--- src/rtl/ppra_pkg.sv ---
// Package for the preemptive priority resource arbiter.
// Item types, request codes, register indexes and reset values.
// No dependencies.
package ppra_pkg;

  localparam int PRIO_W  = 8;
  localparam int LEVEL_W = PRIO_W + 1;
  localparam int CFG_IDX_W = 3;

  typedef enum logic [1:0] {
    MODE_CHECK   = 2'd0,
    MODE_ACQUIRE = 2'd1,
    MODE_RELEASE = 2'd2,
    MODE_RSVD    = 2'd3
  } mode_t;

  localparam logic [1:0] SRC_VECTOR   = 2'd0;
  localparam logic [1:0] SRC_WAYPOINT = 2'd1;
  localparam logic [1:0] SRC_SAFE     = 2'd2;

  localparam logic [1:0] NO_HOLDER = 2'd0;
  localparam logic signed [LEVEL_W-1:0] LEVEL_NONE = -9'sd1;

  localparam logic [CFG_IDX_W-1:0] REG_LOCAL_VECTOR    = 3'd0;
  localparam logic [CFG_IDX_W-1:0] REG_LOCAL_WAYPOINT  = 3'd1;
  localparam logic [CFG_IDX_W-1:0] REG_REMOTE_VECTOR   = 3'd2;
  localparam logic [CFG_IDX_W-1:0] REG_REMOTE_WAYPOINT = 3'd3;
  localparam logic [CFG_IDX_W-1:0] REG_SAFE            = 3'd4;

  localparam logic [PRIO_W-1:0] RST_LOCAL_VECTOR    = 8'd1;
  localparam logic [PRIO_W-1:0] RST_LOCAL_WAYPOINT  = 8'd0;
  localparam logic [PRIO_W-1:0] RST_REMOTE_VECTOR   = 8'd3;
  localparam logic [PRIO_W-1:0] RST_REMOTE_WAYPOINT = 8'd2;
  localparam logic [PRIO_W-1:0] RST_SAFE            = 8'd255;

  typedef struct packed {
    logic [1:0] mode;
    logic [1:0] source;
    logic       command_class;
  } req_t;

  typedef struct packed {
    logic       granted;
    logic [1:0] holder_now;
    logic       owns;
    logic       source_revoked;
    logic [2:0] revoked_mask;
  } rsp_t;

  typedef struct packed {
    logic [PRIO_W-1:0] local_vector;
    logic [PRIO_W-1:0] local_waypoint;
    logic [PRIO_W-1:0] remote_vector;
    logic [PRIO_W-1:0] remote_waypoint;
    logic [PRIO_W-1:0] safe;
  } prio_t;

endpackage

--- src/rtl/ppra_cfg.sv ---
// Priority configuration registers of the arbiter.
// Depends on ppra_pkg.
module ppra_cfg (
  input  logic                          clk,
  input  logic                          rst,
  input  logic                          wr_en,
  input  logic [ppra_pkg::CFG_IDX_W-1:0] wr_index,
  input  logic [ppra_pkg::PRIO_W-1:0]    wr_data,
  output ppra_pkg::prio_t               prio
);

  ppra_pkg::prio_t prio_reg;

  always_ff @(posedge clk) begin
    if (rst) begin
      prio_reg.local_vector    <= ppra_pkg::RST_LOCAL_VECTOR;
      prio_reg.local_waypoint  <= ppra_pkg::RST_LOCAL_WAYPOINT;
      prio_reg.remote_vector   <= ppra_pkg::RST_REMOTE_VECTOR;
      prio_reg.remote_waypoint <= ppra_pkg::RST_REMOTE_WAYPOINT;
      prio_reg.safe            <= ppra_pkg::RST_SAFE;
    end else if (wr_en) begin
      unique case (wr_index)
        ppra_pkg::REG_LOCAL_VECTOR:    prio_reg.local_vector    <= wr_data;
        ppra_pkg::REG_LOCAL_WAYPOINT:  prio_reg.local_waypoint  <= wr_data;
        ppra_pkg::REG_REMOTE_VECTOR:   prio_reg.remote_vector   <= wr_data;
        ppra_pkg::REG_REMOTE_WAYPOINT: prio_reg.remote_waypoint <= wr_data;
        ppra_pkg::REG_SAFE:            prio_reg.safe            <= wr_data;
        default: ;
      endcase
    end
  end

  assign prio = prio_reg;

endmodule

--- src/rtl/ppra_core.sv ---
// Holder state and grant decision for one request per cycle in which fire is high.
// Depends on ppra_pkg.
module ppra_core (
  input  logic            clk,
  input  logic            rst,
  input  logic            fire,
  input  ppra_pkg::req_t  req,
  input  ppra_pkg::prio_t prio,
  output ppra_pkg::rsp_t  rsp
);

  logic [1:0]                             holder;
  logic signed [ppra_pkg::LEVEL_W-1:0]    holder_level;
  logic [2:0]                             revoked_flags;
  logic [1:0]                             holder_next;
  logic signed [ppra_pkg::LEVEL_W-1:0]    holder_level_next;
  logic [2:0]                             revoked_flags_next;

  logic                                   req_ok;
  logic [1:0]                             code;
  logic [2:0]                             bit_mask;
  logic [2:0]                             holder_mask;
  logic [ppra_pkg::PRIO_W-1:0]            prio_sel;
  logic signed [ppra_pkg::LEVEL_W-1:0]    lvl;
  logic                                   free_now;
  logic                                   mine;
  logic                                   wins;
  logic                                   granted;

  always_comb begin
    req_ok   = (req.source <= ppra_pkg::SRC_SAFE) && (req.mode <= ppra_pkg::MODE_RELEASE);
    code     = req.source + 2'd1;
    bit_mask = 3'b001 << req.source;
    holder_mask = 3'b001 << (holder - 2'd1);
    if (req.source == ppra_pkg::SRC_SAFE) begin
      prio_sel = prio.safe;
    end else if (req.source == ppra_pkg::SRC_VECTOR) begin
      prio_sel = req.command_class ? prio.remote_vector : prio.local_vector;
    end else begin
      prio_sel = req.command_class ? prio.remote_waypoint : prio.local_waypoint;
    end
    lvl      = $signed({1'b0, prio_sel});
    free_now = (holder == ppra_pkg::NO_HOLDER);
    mine     = (holder == code);
    wins     = free_now || mine || (lvl > holder_level);

    holder_next        = holder;
    holder_level_next  = holder_level;
    revoked_flags_next = revoked_flags;
    granted            = 1'b0;
    if (req_ok) begin
      case (req.mode)
        ppra_pkg::MODE_CHECK: begin
          granted = wins;
        end
        ppra_pkg::MODE_ACQUIRE: begin
          if (wins) begin
            holder_next        = code;
            holder_level_next  = lvl;
            revoked_flags_next = (revoked_flags | (free_now || mine ? 3'b000 : holder_mask))
                                 & ~bit_mask;
            granted            = 1'b1;
          end
        end
        ppra_pkg::MODE_RELEASE: begin
          if (mine) begin
            holder_next       = ppra_pkg::NO_HOLDER;
            holder_level_next = ppra_pkg::LEVEL_NONE;
          end
          revoked_flags_next = revoked_flags & ~bit_mask;
          granted            = 1'b1;
        end
        default: ;
      endcase
    end

    rsp.granted        = granted;
    rsp.holder_now     = holder_next;
    rsp.owns           = req_ok && (holder_next == code);
    rsp.source_revoked = req_ok && |(revoked_flags_next & bit_mask);
    rsp.revoked_mask   = revoked_flags_next;
  end

  always_ff @(posedge clk) begin
    if (rst) begin
      holder        <= ppra_pkg::NO_HOLDER;
      holder_level  <= ppra_pkg::LEVEL_NONE;
      revoked_flags <= 3'b000;
    end else if (fire) begin
      holder        <= holder_next;
      holder_level  <= holder_level_next;
      revoked_flags <= revoked_flags_next;
    end
  end

  // no holder exactly when the stored level is the empty marker
  a_level_none: assert property (@(posedge clk) disable iff (rst)
    (holder == ppra_pkg::NO_HOLDER) == (holder_level == ppra_pkg::LEVEL_NONE))
    else $error("holder and holder_level disagree");

  // the current holder is never marked revoked
  a_holder_clean: assert property (@(posedge clk) disable iff (rst)
    (holder != ppra_pkg::NO_HOLDER) |-> !(|(revoked_flags & holder_mask)))
    else $error("holder carries a revoked mark");

  // a granted acquire hands the resource to the requester
  a_acquire_takes: assert property (@(posedge clk) disable iff (rst)
    (fire && req_ok && req.mode == ppra_pkg::MODE_ACQUIRE && wins) |=>
      (holder == $past(code)))
    else $error("granted acquire did not take the resource");

endmodule

--- src/rtl/preemptive_priority_resource_arbiter.sv ---
// Preemptive priority resource arbiter, top level.
// Result path: the accepted item is held in the input reg, then its result in the result reg.
// Throughput: one item per cycle while out_stall does not hold a result; the decision is combinational in ppra_core.
// Reset (rst, synchronous): no holder, no revoked marks, priorities to defaults.
// Depends on ppra_pkg, ppra_cfg, ppra_core.
module preemptive_priority_resource_arbiter (
  input  logic                           clk,
  input  logic                           rst,
  input  logic                           in_valid,
  output logic                           in_stall,
  input  ppra_pkg::req_t                 in_item,
  output logic                           out_valid,
  input  logic                           out_stall,
  output ppra_pkg::rsp_t                 out_item,
  input  logic                           cfg_valid,
  output logic                           cfg_ready,
  input  logic [ppra_pkg::CFG_IDX_W-1:0] cfg_index,
  input  logic [ppra_pkg::PRIO_W-1:0]    cfg_data
);

  ppra_pkg::prio_t prio;
  ppra_pkg::req_t  s1_req;
  ppra_pkg::rsp_t  core_rsp;
  ppra_pkg::rsp_t  out_reg;
  logic            s1_valid;
  logic            s1_valid_next;
  logic            out_valid_reg;
  logic            out_valid_next;
  logic            out_free;
  logic            s1_adv;
  logic            accept;

  assign cfg_ready = 1'b1;

  ppra_cfg u_cfg (
    .clk      (clk),
    .rst      (rst),
    .wr_en    (cfg_valid && cfg_ready),
    .wr_index (cfg_index),
    .wr_data  (cfg_data),
    .prio     (prio)
  );

  ppra_core u_core (
    .clk  (clk),
    .rst  (rst),
    .fire (s1_adv),
    .req  (s1_req),
    .prio (prio),
    .rsp  (core_rsp)
  );

  always_comb begin
    out_free       = !out_valid_reg || !out_stall;
    s1_adv         = s1_valid && out_free;
    in_stall       = s1_valid && !out_free;
    accept         = in_valid && !in_stall;
    s1_valid_next  = accept || (s1_valid && !s1_adv);
    out_valid_next = s1_adv || (out_valid_reg && out_stall);
  end

  always_ff @(posedge clk) begin
    if (rst) begin
      s1_valid      <= 1'b0;
      out_valid_reg <= 1'b0;
    end else begin
      s1_valid      <= s1_valid_next;
      out_valid_reg <= out_valid_next;
    end
  end

  always_ff @(posedge clk) begin
    if (accept) begin
      s1_req <= in_item;
    end
    if (s1_adv) begin
      out_reg <= core_rsp;
    end
  end

  assign out_valid = out_valid_reg;
  assign out_item  = out_reg;

  // input side stalls only when a held item cannot move on
  a_stall_cause: assert property (@(posedge clk) disable iff (rst)
    in_stall |-> (s1_valid && out_valid_reg && out_stall))
    else $error("input stalled without a blocked result");

  // a held result stays while stalled
  a_out_hold: assert property (@(posedge clk) disable iff (rst)
    (out_valid_reg && out_stall) |=> (out_valid_reg && $stable(out_reg)))
    else $error("stalled result changed");

  // every advanced item shows up as a result
  a_advance: assert property (@(posedge clk) disable iff (rst)
    s1_adv |=> out_valid_reg)
    else $error("advanced item produced no result");

endmodule
--- config.mk ---
export PLATFORM = sky130hd
export DESIGN_NAME = preemptive_priority_resource_arbiter
export DESIGN_NICKNAME = d
export VERILOG_FILES = /design/src/rtl/ppra_pkg.sv /design/src/rtl/ppra_cfg.sv /design/src/rtl/ppra_core.sv /design/src/rtl/preemptive_priority_resource_arbiter.sv
export SDC_FILE = /design/constraint.sdc
export NUM_CORES = 1
export LEC_CHECK = 0
export ABC_AREA = 1
export BUFFER_PORTS_ARGS = -buffer_cell sky130_fd_sc_hd__buf_4
export CAP_MARGIN = 30
export CORE_AREA = 5 5 79 89
export DETAILED_ROUTE_END_ITERATION = 8
export DIE_AREA = 0 0 84 94
export PLACE_DENSITY = 0.77
export SETUP_SLACK_MARGIN = 0.05
export SYNTH_ARGS = -nofsm -noshare
export SYNTH_HDL_FRONTEND = slang
export SYNTH_SLANG_ARGS = --single-unit
--- constraint.sdc ---
create_clock -name clk -period 3.5 [get_ports clk]
set_clock_uncertainty 0.15 [all_clocks]
set_input_delay 0.7 -clock clk [delete_from_list [all_inputs] [get_ports clk]]
set_output_delay 0.7 -clock clk [all_outputs]
set_load 0.1 [all_outputs]
==> metrics.md <==
| Metric | Value |
|---|---|
| Syn Nets | `504` |
| Rows | `30` |
| Chip Width | `84 um` |
| Root Driver | `clkbuf_8` |
| HPWL after detailed placement | `6130 um` |
| P_leak | `0.00194 uW` |
| Clk_lat worst skew | `0.35 ns` |
| CP cell instances | `inv_2 -> ha_2 -> buf_4 -> o21ai_0 -> o21ai_0 -> o22ai_1 -> ha_1 -> nand4_1 -> nor3_1 -> nand2_1 -> nand2_4 -> nand2_4 -> nand2_1 -> nand3_1 -> nand2_1 -> o211ai_1 -> nand2_1 -> nor2_1` |
| Launch point of the worst hold path | `u_cfg.prio[13]$_SDFFE_PP0P_` |
| Congestion Overflow GR | `0` |
| Post-Synthesis Cells | `468` |
| Routed vias | `3224` |
| Initial Util | `57.5%` |
| Mapped Area | `3450 um^2` |
| RSZ-0062 raised after global routing | `no` |
| # diodes | `0` |
| Cell variety after synth | `32` |
| Die Ht | `94 um` |
| Worst EP required | `3.47 ns` |
| Crit start category | `flop` |
| Hold_ws | `0.306 ns` |
| Final setup viols | `0` |
| I/O pin total | `32` |
| Ys Warns | `0` |
| DR pass1 iterations | `5` |
| Mean number of vias per cell | `5.45` |
| Worst-path clk slew | `0.08 ns` |
| Fin cells | `592` |
| Dpl cells | `573` |
| # port buffers | `30` |
| Pwr Density | `472 nW/um^2` |
| Register area | `1510 um^2` |
| Slew HR | `44.2%` |
| CP Capture Type | `flop` |
| Worst Hold End | `u_cfg.prio[13]$_SDFFE_PP0P_` |
| Commonest non-fill, non-tap cells in the layout | `nand2_1, nor2_1, dfxtp_1` |
| Async set-reset flop share out of synthesis | `0%` |
| Setup TNS | `0 ns` |
| Fmax achieved | `317 MHz` |
| EDFF count, synth | `13` |
| Post-layout util | `67.5%` |
| Syn-to-layout area delta | `17.5%` |
| Slowest stage delay, CP | `0.40 ns` |
| Final count of pins violating max slew | `0` |
| Initial antenna violation count | `0` |
| Final Wtd Congestion | `0.963` |
| Clk buf depth | `2` |
| WL per Instance | `14.5 um` |
| Clock Sinks | `69` |
| Primary FF master, synth | `dfxtp_1` |
| Number of remaining DRC errors | `0` |
| Minimum clock period | `3.16 ns` |
| Max_cap viols | `0` |
| Critical-path top delay cell | `edfxtp_1` |
| Filler Cells Inserted | `515` |
| Final period utilization | `90.3%` |
| Worst VDD drop | `306 uV` |
| Clock buffer count from CTS | `9` |
| Routed Antenna Nets | `0` |
| Vias in the first global route | `2911` |
| Crit path setup slack, layout | `0.341 ns` |
| CP max FO | `10` |
| Pre-CTS WS | `0.0716 ns` |
| Most frequent CP cell | `nand2_1` |
| CTS H-tree depth | `3` |
| Pin count of the biggest net entering global routing | `23` |
| Gr usage total | `22.8%` |
| Mean Syn Cell Area | `7.37 um^2` |
| Multi-input logic area | `1680 um^2` |
| Worst R2R Start | `s1_req[1]$_DFFE_PP_` |
| Worst-Margin Slew | `0.830 ns` |
| Drt initial violations | `341` |
| Nets | `543` |
| Core Footprint | `6010 um^2` |
| CTS tree | `yes` |
| Final wirelength | `8580 um` |
| Die area | `7900 um^2` |
| Fin. Hold Viols | `0` |
| Post-synthesis sequential area ratio | `43.8%` |
| Fraction of layout cells with a size suffix above 1 | `16.4%` |
| Critical path class | `reg2reg` |
| Max reg flops | `40` |
| Number of synthesized register bits | `69` |
| First-pass GRT wire length | `14100 um` |
| Register-to-Register Setup Slack | `0.34 ns` |
| Hold-critical path depth | `2` |
| Status | `finished clean` |
| Min-delay worst type | `reg2reg` |
| R2r worst-path depth | `18` |
| WP data arrival | `3.13 ns` |
| Reg2Reg Capture Point | `out_item[4]$_DFFE_PP_` |
-- layout make-up --
class	instances	share of cell area, %
flip-flops and latches	69	37.3
inverters	65	6.11
repair buffers	39	7.22
well taps	80	2.47
multi-input cells	323	41.3
clock inverters	4	1.23
clock buffers	12	4.35
-- worst max-delay path, delay by kind of cell (launching register included) --
family	cells	cell delay, ns
flip-flops	1	0.40
buffers and inverters	2	0.30
adder cells (fa/ha/maj)	2	0.52
AO/OA/AOI/OAI	4	0.66
AND/OR/NAND/NOR	10	0.88
-- repair_timing --
action / 4_1_cts / 5_1_grt
hold buffers: 0 / 0
setup buffers: 0 / 3
setup endpoints to repair: 0 / 22
gates resized for setup: 0 / 11
-- Yosys cell counts, types with 2 or more instances --
cell type  count  area share [%]
dfxtp_1       56              32
ha_1          15             5.4
clkbuf_1       9            0.98
a21oi_1       23             3.3
edfxtp_1      13              11
inv_2          7            0.76
a21boi_0       2            0.43
nand2_1       79             8.6
nor2_1        78             8.5
nand2_2        6             1.1
nand4_1        2            0.36
nand3_1       30             4.4
inv_1         56             6.1
o21ai_1        7             1.0
nand2_4        2            0.65
o211ai_1      10             2.2
nor2_2         2            0.36
clkinv_1       2            0.22
o21ai_0       47             6.8
a31oi_1       10             1.8
-- stage by stage --
step                power (uW)  cell area (um^2)
global route              2000              4050
detailed placement        1190              3770
finish                    1910              4050
floorplan                 1100              3450
global placement          1180              3770
CTS                       1910              4000
-- metal layers --
metal	routed length [um]	track usage, %	part of all wire [%]
met2	4200	38.3	49
met1	3700	28.3	43
met4	189	11.9	2.2
met5	0	0	0
met3	497	3.51	5.8
-- cell families (layout without fill, tap and decap cells) --
group | after synthesis | after routing | share of synthesized area (%)
AO/OA/AOI/OAI | 103 | 103 | 16.5
adder cells (fa/ha/maj) | 15 | 15 | 5.44
buffers and inverters | 76 | 120 | 8.59
flip-flops | 69 | 69 | 43.8
other | 1 | 1 | 0.109
AND/OR/NAND/NOR | 204 | 204 | 25.6
-- worst max-delay path by stage --
| stage | cells past startpoint | endpoint | slack, ns | start |
|---|---|---|---|---|
| 6_report | 18 | out_item[4]$_DFFE_PP_ | 0.34 | s1_req[1]$_DFFE_PP_ |
| 5_1_grt | 22 | out_item[3]$_DFFE_PP_ | 0.06 | s1_req[1]$_DFFE_PP_ |
| 4_1_cts | 21 | out_item[4]$_DFFE_PP_ | 0.05 | s1_req[1]$_DFFE_PP_ |
| 3_5_place_dp | 21 | out_item[4]$_DFFE_PP_ | 0.07 | s1_req[1]$_DFFE_PP_ |
| 3_3_place_gp | 21 | out_item[4]$_DFFE_PP_ | 0.22 | s1_req[1]$_DFFE_PP_ |
| 2_1_floorplan | 2 | in_stall | 0.21 | out_valid$_SDFF_PP0_ |
-- power breakdown --
part	total [uW]	leakage, uW	internal [uW]	switching [uW]
clock network	728	0.000118	413	315
logic	319	0.00124	102	218
registers	866	0.000581	847	19.4
total	1910	0.00194	1360	552
No activity file was read; power rests on OpenSTA's default activity.
